===== src/rdr_pkg.sv =====
package rdr_pkg;

    // Signed width of the fraction arithmetic; the low WIDTH bits of each field are used.
    localparam int WIDTH   = 32;
    // Width of the cross products and of the GCD and divider datapaths.
    localparam int PROD_W  = 2 * WIDTH;
    // Bits for a shift or step count over PROD_W positions.
    localparam int CNT_W   = $clog2(PROD_W);
    // Fixed port field widths.
    localparam int FIELD_W = 32;
    localparam int DEN_W   = 31;

    typedef struct packed {
        logic                      req_type;
        logic signed [FIELD_W-1:0] a_num;
        logic signed [FIELD_W-1:0] a_den;
        logic signed [FIELD_W-1:0] b_num;
        logic signed [FIELD_W-1:0] b_den;
    } req_t;

    typedef struct packed {
        logic signed [FIELD_W-1:0] res_num;
        logic        [DEN_W-1:0]   res_den;
        logic                      overflow;
    } res_t;

endpackage


===== src/rational_divide_reduce_top.sv =====
// Channel   Ports                  Transaction taken when
// --------  ---------------------  -----------------------------------------
// request   start, busy, req       rising edge with start high and busy low
// result    done, result           rising edge that ends the cycle done is high
//
// A request holds busy high from acceptance until its result strobe. The
// binary GCD engine (one shift or subtract a cycle) runs first, then the
// PROD_W-step divider; a division forms both cross products before them. Zero
// numerator or denominator skips both. rst_n clears the sequencer and the
// strobe asynchronously; the receiver cannot stall, so done is high for
// exactly one cycle per result.
module rational_divide_reduce_top (
    input  logic          clk,
    input  logic          rst_n,
    input  logic          start,
    output logic          busy,
    input  rdr_pkg::req_t req,
    output logic          done,
    output rdr_pkg::res_t result
);

    localparam int W  = rdr_pkg::WIDTH;
    localparam int PW = rdr_pkg::PROD_W;
    localparam int FW = rdr_pkg::FIELD_W;
    localparam int DW = rdr_pkg::DEN_W;
    localparam logic [PW-1:0] HALF = PW'(1) << (W - 1);

    typedef enum logic [6:0] {
        S_IDLE  = 7'b0000001,
        S_MUL0  = 7'b0000010,
        S_MUL1  = 7'b0000100,
        S_CHECK = 7'b0001000,
        S_GCD   = 7'b0010000,
        S_DIV   = 7'b0100000,
        S_OUT   = 7'b1000000
    } state_t;

    state_t        state_reg, state_next;
    logic          done_reg, done_next;
    rdr_pkg::res_t result_reg, result_next;

    // Operand magnitudes, held for the two cross products.
    logic [W-1:0]  an_reg, an_next, ad_reg, ad_next;
    logic [W-1:0]  bn_reg, bn_next, bd_reg, bd_next;
    // Working numerator and denominator magnitudes, and the result sign.
    logic [PW-1:0] nm_reg, nm_next, dm_reg, dm_next;
    logic          neg_reg, neg_next;

    logic [W-1:0]  mul_a, mul_b;
    logic [PW-1:0] prod;
    logic          gcd_start, gcd_done, div_start, div_done;
    logic [PW-1:0] gcd_g, div_q0, div_q1;
    logic [PW-1:0] num_signed;

    // Magnitude of the low W bits read as two's complement.
    function automatic logic [W-1:0] mag_of(input logic [FW-1:0] v);
        logic [W-1:0] low;
        begin
            low    = v[W-1:0];
            mag_of = low[W-1] ? ({W{1'b0}} - low) : low;
        end
    endfunction

    // Shared multiplier: a_num*b_den first, then a_den*b_num.
    assign mul_a = state_reg == S_MUL0 ? an_reg : ad_reg;
    assign mul_b = state_reg == S_MUL0 ? bd_reg : bn_reg;
    assign prod  = PW'(mul_a) * PW'(mul_b);

    rdr_gcd u_gcd (
        .clk   (clk),
        .rst_n (rst_n),
        .start (gcd_start),
        .x     (nm_reg),
        .y     (dm_reg),
        .done  (gcd_done),
        .g     (gcd_g)
    );

    rdr_exdiv u_exdiv (
        .clk   (clk),
        .rst_n (rst_n),
        .start (div_start),
        .n0    (nm_reg),
        .n1    (dm_reg),
        .d     (gcd_g),
        .done  (div_done),
        .q0    (div_q0),
        .q1    (div_q1)
    );

    // Pack the reduced fraction: apply the sign, flag out-of-range parts, truncate.
    assign num_signed = neg_reg ? ({PW{1'b0}} - nm_reg) : nm_reg;

    always_comb
    begin
        result_next.res_num  = FW'($signed(num_signed[W-1:0]));
        result_next.res_den  = DW'(dm_reg[W-2:0]);
        result_next.overflow = (neg_reg ? (nm_reg > HALF) : (nm_reg > (HALF - 1'b1)))
                               || (dm_reg > (HALF - 1'b1));
    end

    always_comb
    begin
        state_next = state_reg;
        done_next  = 1'b0;
        an_next    = an_reg;
        ad_next    = ad_reg;
        bn_next    = bn_reg;
        bd_next    = bd_reg;
        nm_next    = nm_reg;
        dm_next    = dm_reg;
        neg_next   = neg_reg;
        gcd_start  = 1'b0;
        div_start  = 1'b0;
        case (state_reg)
            S_IDLE:
            begin
                if (start)
                begin
                    an_next = mag_of(req.a_num);
                    ad_next = mag_of(req.a_den);
                    bn_next = mag_of(req.b_num);
                    bd_next = mag_of(req.b_den);
                    if (req.req_type)
                    begin
                        // Sign of (a_num*b_den)/(a_den*b_num).
                        neg_next   = req.a_num[W-1] ^ req.a_den[W-1]
                                     ^ req.b_num[W-1] ^ req.b_den[W-1];
                        state_next = S_MUL0;
                    end
                    else
                    begin
                        neg_next   = req.a_num[W-1] ^ req.a_den[W-1];
                        nm_next    = PW'(mag_of(req.a_num));
                        dm_next    = PW'(mag_of(req.a_den));
                        state_next = S_CHECK;
                    end
                end
            end
            S_MUL0:
            begin
                nm_next    = prod;
                state_next = S_MUL1;
            end
            S_MUL1:
            begin
                dm_next    = prod;
                state_next = S_CHECK;
            end
            S_CHECK:
            begin
                if (dm_reg == '0)
                begin
                    // Infinity keeps the sign as +1 or -1; 0/0 stays 0/0.
                    nm_next    = (nm_reg == '0) ? '0 : PW'(1);
                    neg_next   = (nm_reg == '0) ? 1'b0 : neg_reg;
                    state_next = S_OUT;
                end
                else if (nm_reg == '0)
                begin
                    neg_next   = 1'b0;
                    dm_next    = PW'(1);
                    state_next = S_OUT;
                end
                else
                begin
                    gcd_start  = 1'b1;
                    state_next = S_GCD;
                end
            end
            S_GCD:
            begin
                if (gcd_done)
                begin
                    div_start  = 1'b1;
                    state_next = S_DIV;
                end
            end
            S_DIV:
            begin
                if (div_done)
                begin
                    nm_next    = div_q0;
                    dm_next    = div_q1;
                    state_next = S_OUT;
                end
            end
            S_OUT:
            begin
                // Capture the result and raise done for one cycle.
                done_next  = 1'b1;
                state_next = S_IDLE;
            end
            default:
            begin
                state_next = S_IDLE;
            end
        endcase
    end

    always_ff @(posedge clk or negedge rst_n)
    begin
        if (!rst_n)
        begin
            state_reg <= S_IDLE;
            done_reg  <= 1'b0;
        end
        else
        begin
            state_reg <= state_next;
            done_reg  <= done_next;
        end
    end

    always_ff @(posedge clk)
    begin
        an_reg  <= an_next;
        ad_reg  <= ad_next;
        bn_reg  <= bn_next;
        bd_reg  <= bd_next;
        nm_reg  <= nm_next;
        dm_reg  <= dm_next;
        neg_reg <= neg_next;
        if (state_reg == S_OUT)
        begin
            result_reg <= result_next;
        end
    end

    assign busy   = state_reg != S_IDLE;
    assign done   = done_reg;
    assign result = result_reg;

endmodule


===== src/rdr_gcd.sv =====
// Binary GCD engine: one shift or one subtract per cycle.
// Both operands must be nonzero at start.
module rdr_gcd (
    input  logic                        clk,
    input  logic                        rst_n,
    input  logic                        start,
    input  logic [rdr_pkg::PROD_W-1:0]  x,
    input  logic [rdr_pkg::PROD_W-1:0]  y,
    output logic                        done,
    output logic [rdr_pkg::PROD_W-1:0]  g
);

    localparam int PW = rdr_pkg::PROD_W;
    localparam int KW = rdr_pkg::CNT_W;

    logic          run_reg, run_next;
    logic          done_reg, done_next;
    logic [PW-1:0] x_reg, x_next;
    logic [PW-1:0] y_reg, y_next;
    logic [KW-1:0] k_reg, k_next;
    logic [PW-1:0] g_reg, g_next;
    logic          x_gt_y;
    logic [PW-1:0] diff;

    // Shared compare and subtract.
    assign x_gt_y = x_reg > y_reg;
    assign diff   = x_gt_y ? (x_reg - y_reg) : (y_reg - x_reg);

    always_comb
    begin
        run_next  = run_reg;
        done_next = 1'b0;
        x_next    = x_reg;
        y_next    = y_reg;
        k_next    = k_reg;
        g_next    = g_reg;
        if (start)
        begin
            run_next = 1'b1;
            x_next   = x;
            y_next   = y;
            k_next   = '0;
        end
        else if (run_reg)
        begin
            if (x_reg == y_reg)
            begin
                // Put back the common power of two and finish.
                g_next    = x_reg << k_reg;
                run_next  = 1'b0;
                done_next = 1'b1;
            end
            else if (!x_reg[0] && !y_reg[0])
            begin
                x_next = x_reg >> 1;
                y_next = y_reg >> 1;
                k_next = k_reg + 1'b1;
            end
            else if (!x_reg[0])
            begin
                x_next = x_reg >> 1;
            end
            else if (!y_reg[0])
            begin
                y_next = y_reg >> 1;
            end
            else if (x_gt_y)
            begin
                x_next = diff;
            end
            else
            begin
                y_next = diff;
            end
        end
    end

    always_ff @(posedge clk or negedge rst_n)
    begin
        if (!rst_n)
        begin
            run_reg  <= 1'b0;
            done_reg <= 1'b0;
        end
        else
        begin
            run_reg  <= run_next;
            done_reg <= done_next;
        end
    end

    always_ff @(posedge clk)
    begin
        x_reg <= x_next;
        y_reg <= y_next;
        k_reg <= k_next;
        g_reg <= g_next;
    end

    assign done = done_reg;
    assign g    = g_reg;

endmodule


===== src/rdr_exdiv.sv =====
// Restoring divider, one quotient bit per cycle, two dividends over one divisor.
module rdr_exdiv (
    input  logic                        clk,
    input  logic                        rst_n,
    input  logic                        start,
    input  logic [rdr_pkg::PROD_W-1:0]  n0,
    input  logic [rdr_pkg::PROD_W-1:0]  n1,
    input  logic [rdr_pkg::PROD_W-1:0]  d,
    output logic                        done,
    output logic [rdr_pkg::PROD_W-1:0]  q0,
    output logic [rdr_pkg::PROD_W-1:0]  q1
);

    localparam int PW = rdr_pkg::PROD_W;
    localparam int KW = rdr_pkg::CNT_W;

    logic          run_reg, run_next;
    logic          done_reg, done_next;
    logic [KW-1:0] cnt_reg, cnt_next;
    logic [PW-1:0] d_reg, d_next;
    logic [PW-1:0] r0_reg, r0_next, r1_reg, r1_next;
    logic [PW-1:0] q0_reg, q0_next, q1_reg, q1_next;
    logic [PW-1:0] r0_step, r1_step, q0_step, q1_step;

    // One restoring step of a lane: shift in the next dividend bit, subtract if it fits.
    function automatic logic [2*PW-1:0] div_step(input logic [PW-1:0] r,
                                                  input logic [PW-1:0] q,
                                                  input logic [PW-1:0] dv);
        logic [PW:0]   t;
        logic          fit;
        logic [PW-1:0] r_out;
        begin
            t     = {r, q[PW-1]};
            fit   = t >= {1'b0, dv};
            r_out = fit ? PW'(t - {1'b0, dv}) : t[PW-1:0];
            div_step = {r_out, q[PW-2:0], fit};
        end
    endfunction

    assign {r0_step, q0_step} = div_step(r0_reg, q0_reg, d_reg);
    assign {r1_step, q1_step} = div_step(r1_reg, q1_reg, d_reg);

    always_comb
    begin
        run_next  = run_reg;
        done_next = 1'b0;
        cnt_next  = cnt_reg;
        d_next    = d_reg;
        r0_next   = r0_reg;
        r1_next   = r1_reg;
        q0_next   = q0_reg;
        q1_next   = q1_reg;
        if (start)
        begin
            run_next = 1'b1;
            cnt_next = '0;
            d_next   = d;
            r0_next  = '0;
            r1_next  = '0;
            q0_next  = n0;
            q1_next  = n1;
        end
        else if (run_reg)
        begin
            r0_next  = r0_step;
            r1_next  = r1_step;
            q0_next  = q0_step;
            q1_next  = q1_step;
            cnt_next = cnt_reg + 1'b1;
            if (cnt_reg == KW'(PW - 1))
            begin
                run_next  = 1'b0;
                done_next = 1'b1;
            end
        end
    end

    always_ff @(posedge clk or negedge rst_n)
    begin
        if (!rst_n)
        begin
            run_reg  <= 1'b0;
            done_reg <= 1'b0;
        end
        else
        begin
            run_reg  <= run_next;
            done_reg <= done_next;
        end
    end

    always_ff @(posedge clk)
    begin
        cnt_reg <= cnt_next;
        d_reg   <= d_next;
        r0_reg  <= r0_next;
        r1_reg  <= r1_next;
        q0_reg  <= q0_next;
        q1_reg  <= q1_next;
    end

    assign done = done_reg;
    assign q0   = q0_reg;
    assign q1   = q1_reg;

endmodule

===== config.mk =====
export PLATFORM = sky130hd
export DESIGN_NAME = rational_divide_reduce_top
export DESIGN_NICKNAME = d
export VERILOG_FILES = /design/src/rdr_pkg.sv /design/src/rational_divide_reduce_top.sv /design/src/rdr_gcd.sv /design/src/rdr_exdiv.sv
export SDC_FILE = /design/constraint.sdc
export NUM_CORES = 2
export LEC_CHECK = 0
export BUFFER_PORTS_ARGS = -buffer_cell sky130_fd_sc_hd__buf_2
export CORE_ASPECT_RATIO = 1.2
export CORE_UTILIZATION = 25
export CTS_CLUSTER_SIZE = 14
export DETAILED_ROUTE_END_ITERATION = 8
export GPL_TIMING_DRIVEN = 0
export SLEW_MARGIN = 30
export SYNTH_ARGS = -nofsm -noshare
export SYNTH_HDL_FRONTEND = slang
export SYNTH_SLANG_ARGS = --single-unit

===== constraint.sdc =====
create_clock -name clk -period 14.13 [get_ports clk]
set_clock_uncertainty 0.1 [all_clocks]
set_input_delay 1.413 -clock clk [delete_from_list [all_inputs] [get_ports clk]]
set_output_delay 1.413 -clock clk [all_outputs]
set_load 0.01 [all_outputs]

* After elaboration in Yosys (flattened, before gate mapping) *
Index checks and enable logic that the tools add are counted.
W data, S select, Z words.

operators by class
  bitwise operators = 5
  $lt $le $gt $ge = 6
  muxes and demuxes = 70
  multiply operators = 1
  reductions and logical operators = 23
  equality and inequality tests = 21
  shift operators = 1
  $add $sub $neg = 11

operator list
  kind                     number
  $mux W64                 30
  $pmux W64 S4             2
  $sub A64 B64 Y64         4
  $mux W32                 5
  $sub A1 B32 Y32 const A  5
  $ge A65 B64 Y1           2
  $gt A64 B31 Y1 const B   2
  $logic_not A64 Y1        2
  $eq A64 B64 Y1           1
  $gt A64 B32 Y1 const B   1
  $gt A64 B64 Y1           1
  $mul A32 B32 Y64         1
  $shl A64 B6 Y64          1
  $mux W31                 2
  $pmux W7 S6              1
  $mux W7                  5
  $mux W1                  23
  $reduce_and A3 Y1        5
  $add A6 B1 Y6 const B    2
  $ne A2 B2 Y1 const B     6
  $ne A4 B4 Y1 const B     3
  $reduce_and A4 Y1        2
  $reduce_bool A4 Y1       2
  $eq A7 B1 Y1 const B     1
  21 further kinds         29

word-level totals
  output and inout port bits = 66
  logic and storage cells = 168
  input bits = 132
  bits in registers = 857

* Depth between registers and ports, before layout *
  depth after elaboration = 9
  gate-level depth with buffers = 37
  mapped depth without buffers = 33

* Modules after synthesis *
A second synthesis with hierarchy kept.

second synthesis, totals
  cells, all modules = 9750
  area, all modules = 89492.1 µm²

by module, submodules not included
  module                      cells each  sequential area each (µm²)  instances  area each (µm²)
  rational_divide_reduce_top  4943        9840.7                      1          47822.1
  rdr_exdiv                   2249        8498.2                      1          20988.9
  rdr_gcd                     2558        5935.7                      1          20681.1

* Least setup slack after synthesis *
Ideal clock, no wire load.

  path kind = register to register
  start point = reg state_reg[3]
  end point = reg dm_reg[48], data pin
  required time = 13.774 ns
  data arrival time = 9.441 ns
  cell stages (with the launch flop) = 36
  path buffers = 4
  path slack = 4.333 ns
  cell sequence = dfrtp_1 > nor3_1 > and2_1 > nand3b_1 > inv_2 > clkbuf_1 > buf_1 > mux2i_1 > clkbuf_1 > nor2_1 > fa_1 > fa_1 > fa_1 > inv_1 > fa_1 > inv_1 > fa_1 > fa_1 > inv_1 > fa_1 > fa_1 > inv_1 > ha_1 > clkbuf_1 > a21o_1 > a21o_1 > a21oi_1 > o21ai_0 > and3_1 > a2111oi_0 > o31ai_2 > a21oi_1 > o21ai_0 > a2111oi_0 > xnor2_1 > a22o_1

between the ends
  word-level cells in the longest chain between the ends = 4
  elaborated cells between the ends (all ways) = 9

ends and longest elaborated chain
  what                         line                                                                source
  from (decl)                  rational_divide_reduce_top.sv:38                                    state_t state_reg, state_next;
  from (signal assigned)       rational_divide_reduce_top.sv:210                                   state_reg <= state_next;
  $eq A7 B2 Y1                 rational_divide_reduce_top.sv:65, rational_divide_reduce_top.sv:66
  $mux W32 (on tied branches)  rational_divide_reduce_top.sv:65, rational_divide_reduce_top.sv:66
  $mul A32 B32 Y64             rational_divide_reduce_top.sv:67                                    assign prod = PW'(mul_a) * PW'(mul_b);
  $pmux W64 S4 *               rational_divide_reduce_top.sv:115                                   case (state_reg)
  to (signal assigned)         rational_divide_reduce_top.sv:222                                   dm_reg <= dm_next;
  to (decl)                    rational_divide_reduce_top.sv:46                                    logic [PW-1:0] nm_reg, nm_next, dm_reg, dm_next;

Every way passes the cells marked *; elsewhere a longest branch is shown, timed or not.
A chain may end at the register's enable or synchronous reset.

* Worst setup path in the final report *
  start point = reg state_reg[3]
  end point = reg dm_reg[63], data pin

Same word-level chain as after synthesis.

==> results.py <==
metrics = {
    "timing": {
        "slew_headroom_pct": 21.9,
        "setup_viol_count_final": 0,
        "finalMaxSlewViolations": 0,
        "hold_violations": 0,
        "hold_slack_ps": 311,
        "fin_setup_tns_ps": 0,
        "finalWorstSetupSlack_ps": 779,
        "worstMarginPinSlew_ps": 1170,
        "max_freq_mhz": 74.9,
        "final.min_clock_period_ps": 13350,
        "rsz0062_at_grt": "no",
        "fin_crit_sh_pct": 94.5,
    },
    "floorplan": {
        "die_h_um": 652,
        "placementRows": 238,
        "die-area_um2": 354000,
        "num_io_pins": 198,
        "fp.dieW_um": 543,
        "coreArea_um2": 350000,
        "start_util_pct": 25.1,
    },
    "critical_path": {
        "r2r-start": "state_reg[3]$_DFFE_PN0P_",
        "criticalPathCategory": "flop to flop",
        "end_kind": "flop",
        "reg2reg_depth": 34,
        "path_max_fanout": 10,
        "path_common_cell": "fa_1",
        "worstPathArrival_ps": 13900,
        "max_stage_delay_ps": 820,
        "start_kind": "flop",
        "crit_path_end": "dm_reg[63]$_SDFFCE_PP0P_",
        "crit_slowest_cell": "clkbuf_1",
        "reg2reg_to": "dm_reg[63]$_SDFFCE_PP0P_",
        "r2r_slack_ps": 780,
        "setup.worst_path.start": "state_reg[3]$_DFFE_PN0P_",
        "required_ps": 14680,
    },
    "clock_tree": {
        "htreeDepth": 3,
        "clk_pin_slew_ps": 60,
        "cts_num_sinks": 857,
        "postCtsSetupBuffers": 0,
        "cts_tree": "built",
        "cts-root-buf": "clkbuf_16",
        "ctsHoldBuffers": 0,
        "cts_resized": 0,
        "insertion_delay_ps": 880,
        "cts_made_buffers": 108,
        "clock_path_buffers": 4,
    },
    "global_routing": {
        "grt_pass1_wl_um": 559000,
        "grt_max_degree": 86,
        "grt-ovfl-total": 0,
        "grt_pass1_vias": 76900,
        "track_usage_pct": 21.9,
        "antenna_found_initial": 44,
    },
    "flow_run": {
        "cap_violations": 0,
    },
    "hold_path": {
        "hp-class": "flop to flop",
        "hold_start": "u_gcd.g[11]$_SDFFCE_PP0P_",
    },
    "placed_design": {
        "post-dp-hpwl_um": 328000,
        "place_congestion": 1.02,
        "place_ws_ps": 1060,
        "numPortBuffers": 197,
    },
    "logic_synthesis": {
        "synth_fp_nets": 11300,
        "ys_top_cells_by_count": "nand2_1, nor2_1, inv_1, fa_1, edfxtp_1",
        "synth_top_flop_cell": "edfxtp_1",
        "postSynthAreaPerCell_um2": 9.01,
        "async_flop_share_pct": 1.40,
        "synth_most_common_cell": "nand2_1",
        "syn_area_um2": 88000,
        "yosysUniqueCellTypes": 91,
        "synth_top_area_cell": "edfxtp_1",
        "yosys_register_bits": 857,
        "synthCells": 9759,
        "synth_top_area_share_pct": 24.1,
        "synth_warnings": 0,
        "yosysSeqAreaShare_pct": 27.6,
        "synth_area_leaders": "edfxtp_1, fa_1, ha_1, nand2_1, nor2_1",
        "synth_edf_count": 705,
    },
    "routing": {
        "drtPass1Iterations": 9,
        "via_per_inst": 5.26,
        "drc": 0,
        "routedWlPerCell_um": 26.8,
        "drt-total-wl_um": 399000,
        "ant_nets": 0,
        "drt_iter0_markers": 9120,
        "vias": 78400,
    },
    "finish": {
        "drive_above_1_share_pct": 6.36,
        "area_delta_synth_final_pct": 13.4,
        "final_net_count": 11700,
    },
    "run_status": {
        "status": "finished clean",
    },
}
critical path, delay by kind of cell, from the launching register on:
family	cells	cell delay (ps)
adders and majority gates	9	4280
AOI/OAI and AO/OA	7	2110
buffers and inverters	9	3020
xor gates and xnor gates	1	590
and+or+nand+nor	8	2630
DFF	1	410
cells by family (layout without fill, tap and decap cells):
| kind of cell | count (synthesis) | in the layout | share of synthesized area [%] |
|---|---|---|---|
| flops | 857 | 857 | 27.6 |
| compound gates | 1917 | 1917 | 14.0 |
| buf+inv | 1536 | 1969 | 6.61 |
| fa+ha+maj | 1427 | 1427 | 28.0 |
| mux | 236 | 236 | 3.41 |
| xor+xnor | 459 | 459 | 4.57 |
| other cells | 0 | 30 | 0 |
| simple gates | 3327 | 3327 | 15.8 |
layer usage:
metal	routed length (µm)	vias to the layer above	global-route usage, %
met5	46	-	0
met1	154000	39400	27.6
met3	37100	984	4.07
met4	31900	8	14.9
li1	-	33800	-
met2	176000	4272	34.1
how the worst min path moves through the flow:
| stage | end | slack, ps | cells after the start |
|---|---|---|---|
| 3_5_place_dp | u_exdiv.d_reg[12]$_DFFE_PP_ | 300 | 0 |
| 6_report | u_exdiv.d_reg[11]$_DFFE_PP_ | 310 | 0 |
| 3_3_place_gp | u_exdiv.d_reg[6]$_DFFE_PP_ | 300 | 0 |
| 4_1_cts | u_exdiv.d_reg[22]$_DFFE_PP_ | 300 | 0 |
| 5_1_grt | u_exdiv.d_reg[9]$_DFFE_PP_ | 320 | 0 |
| 2_1_floorplan | u_exdiv.d_reg[0]$_DFFE_PP_ | 300 | 0 |
cell type report:
cell class              instances  area (µm²)
diodes                         30        75.1
plain buffers                 549        2140
clock buffers                 128        2830
clock inverters                66         744
fillers                     37700      250000
inverters                     987        3720
multi-input cells            7366       58400
flip-flops and latches        857       24300
well taps                    4680        5860
repair buffers                239        1730
stage by stage:
step	util (%)	instances	instance area [µm²]
6_report	28.5	14900	99700
5_1_grt	28.5	14900	99700
4_1_cts	28.5	14900	99600
3_5_place_dp	27.4	14700	96100
3_3_place_gp	27.1	14600	94800
2_1_floorplan	-	9759	88000
cells in the final DEF, fill, tap and decap left out, drive strengths merged, types with 19 or more instances in the layout:
cell type	instances
nand4	90
xor2	130
a22oi	37
o31ai	63
o21ai	409
nor2b	56
nor4	41
mux4	50
xnor2	329
nand3	99
nand2b	54
dfxtp	140
a21boi	19
edfxtp	705
or3	32
a211oi	106
mux2i	177
o41ai	31
a22o	63
a222oi	30
ha	527
a21oi	583
o21a	34
o21bai	70
a31oi	72
and3	26
diode	30
or4	26
clkbuf	601
fa	900
buf	314
a221oi	67
nand2	1548
a21o	171
o22ai	25
clkinv	39
nor3	93
and2	24
inv	993
nor2	1185
Power is left out: the tool's default activity adds up to more than one toggle a clock period on the data nets, which glitch-free logic cannot reach.
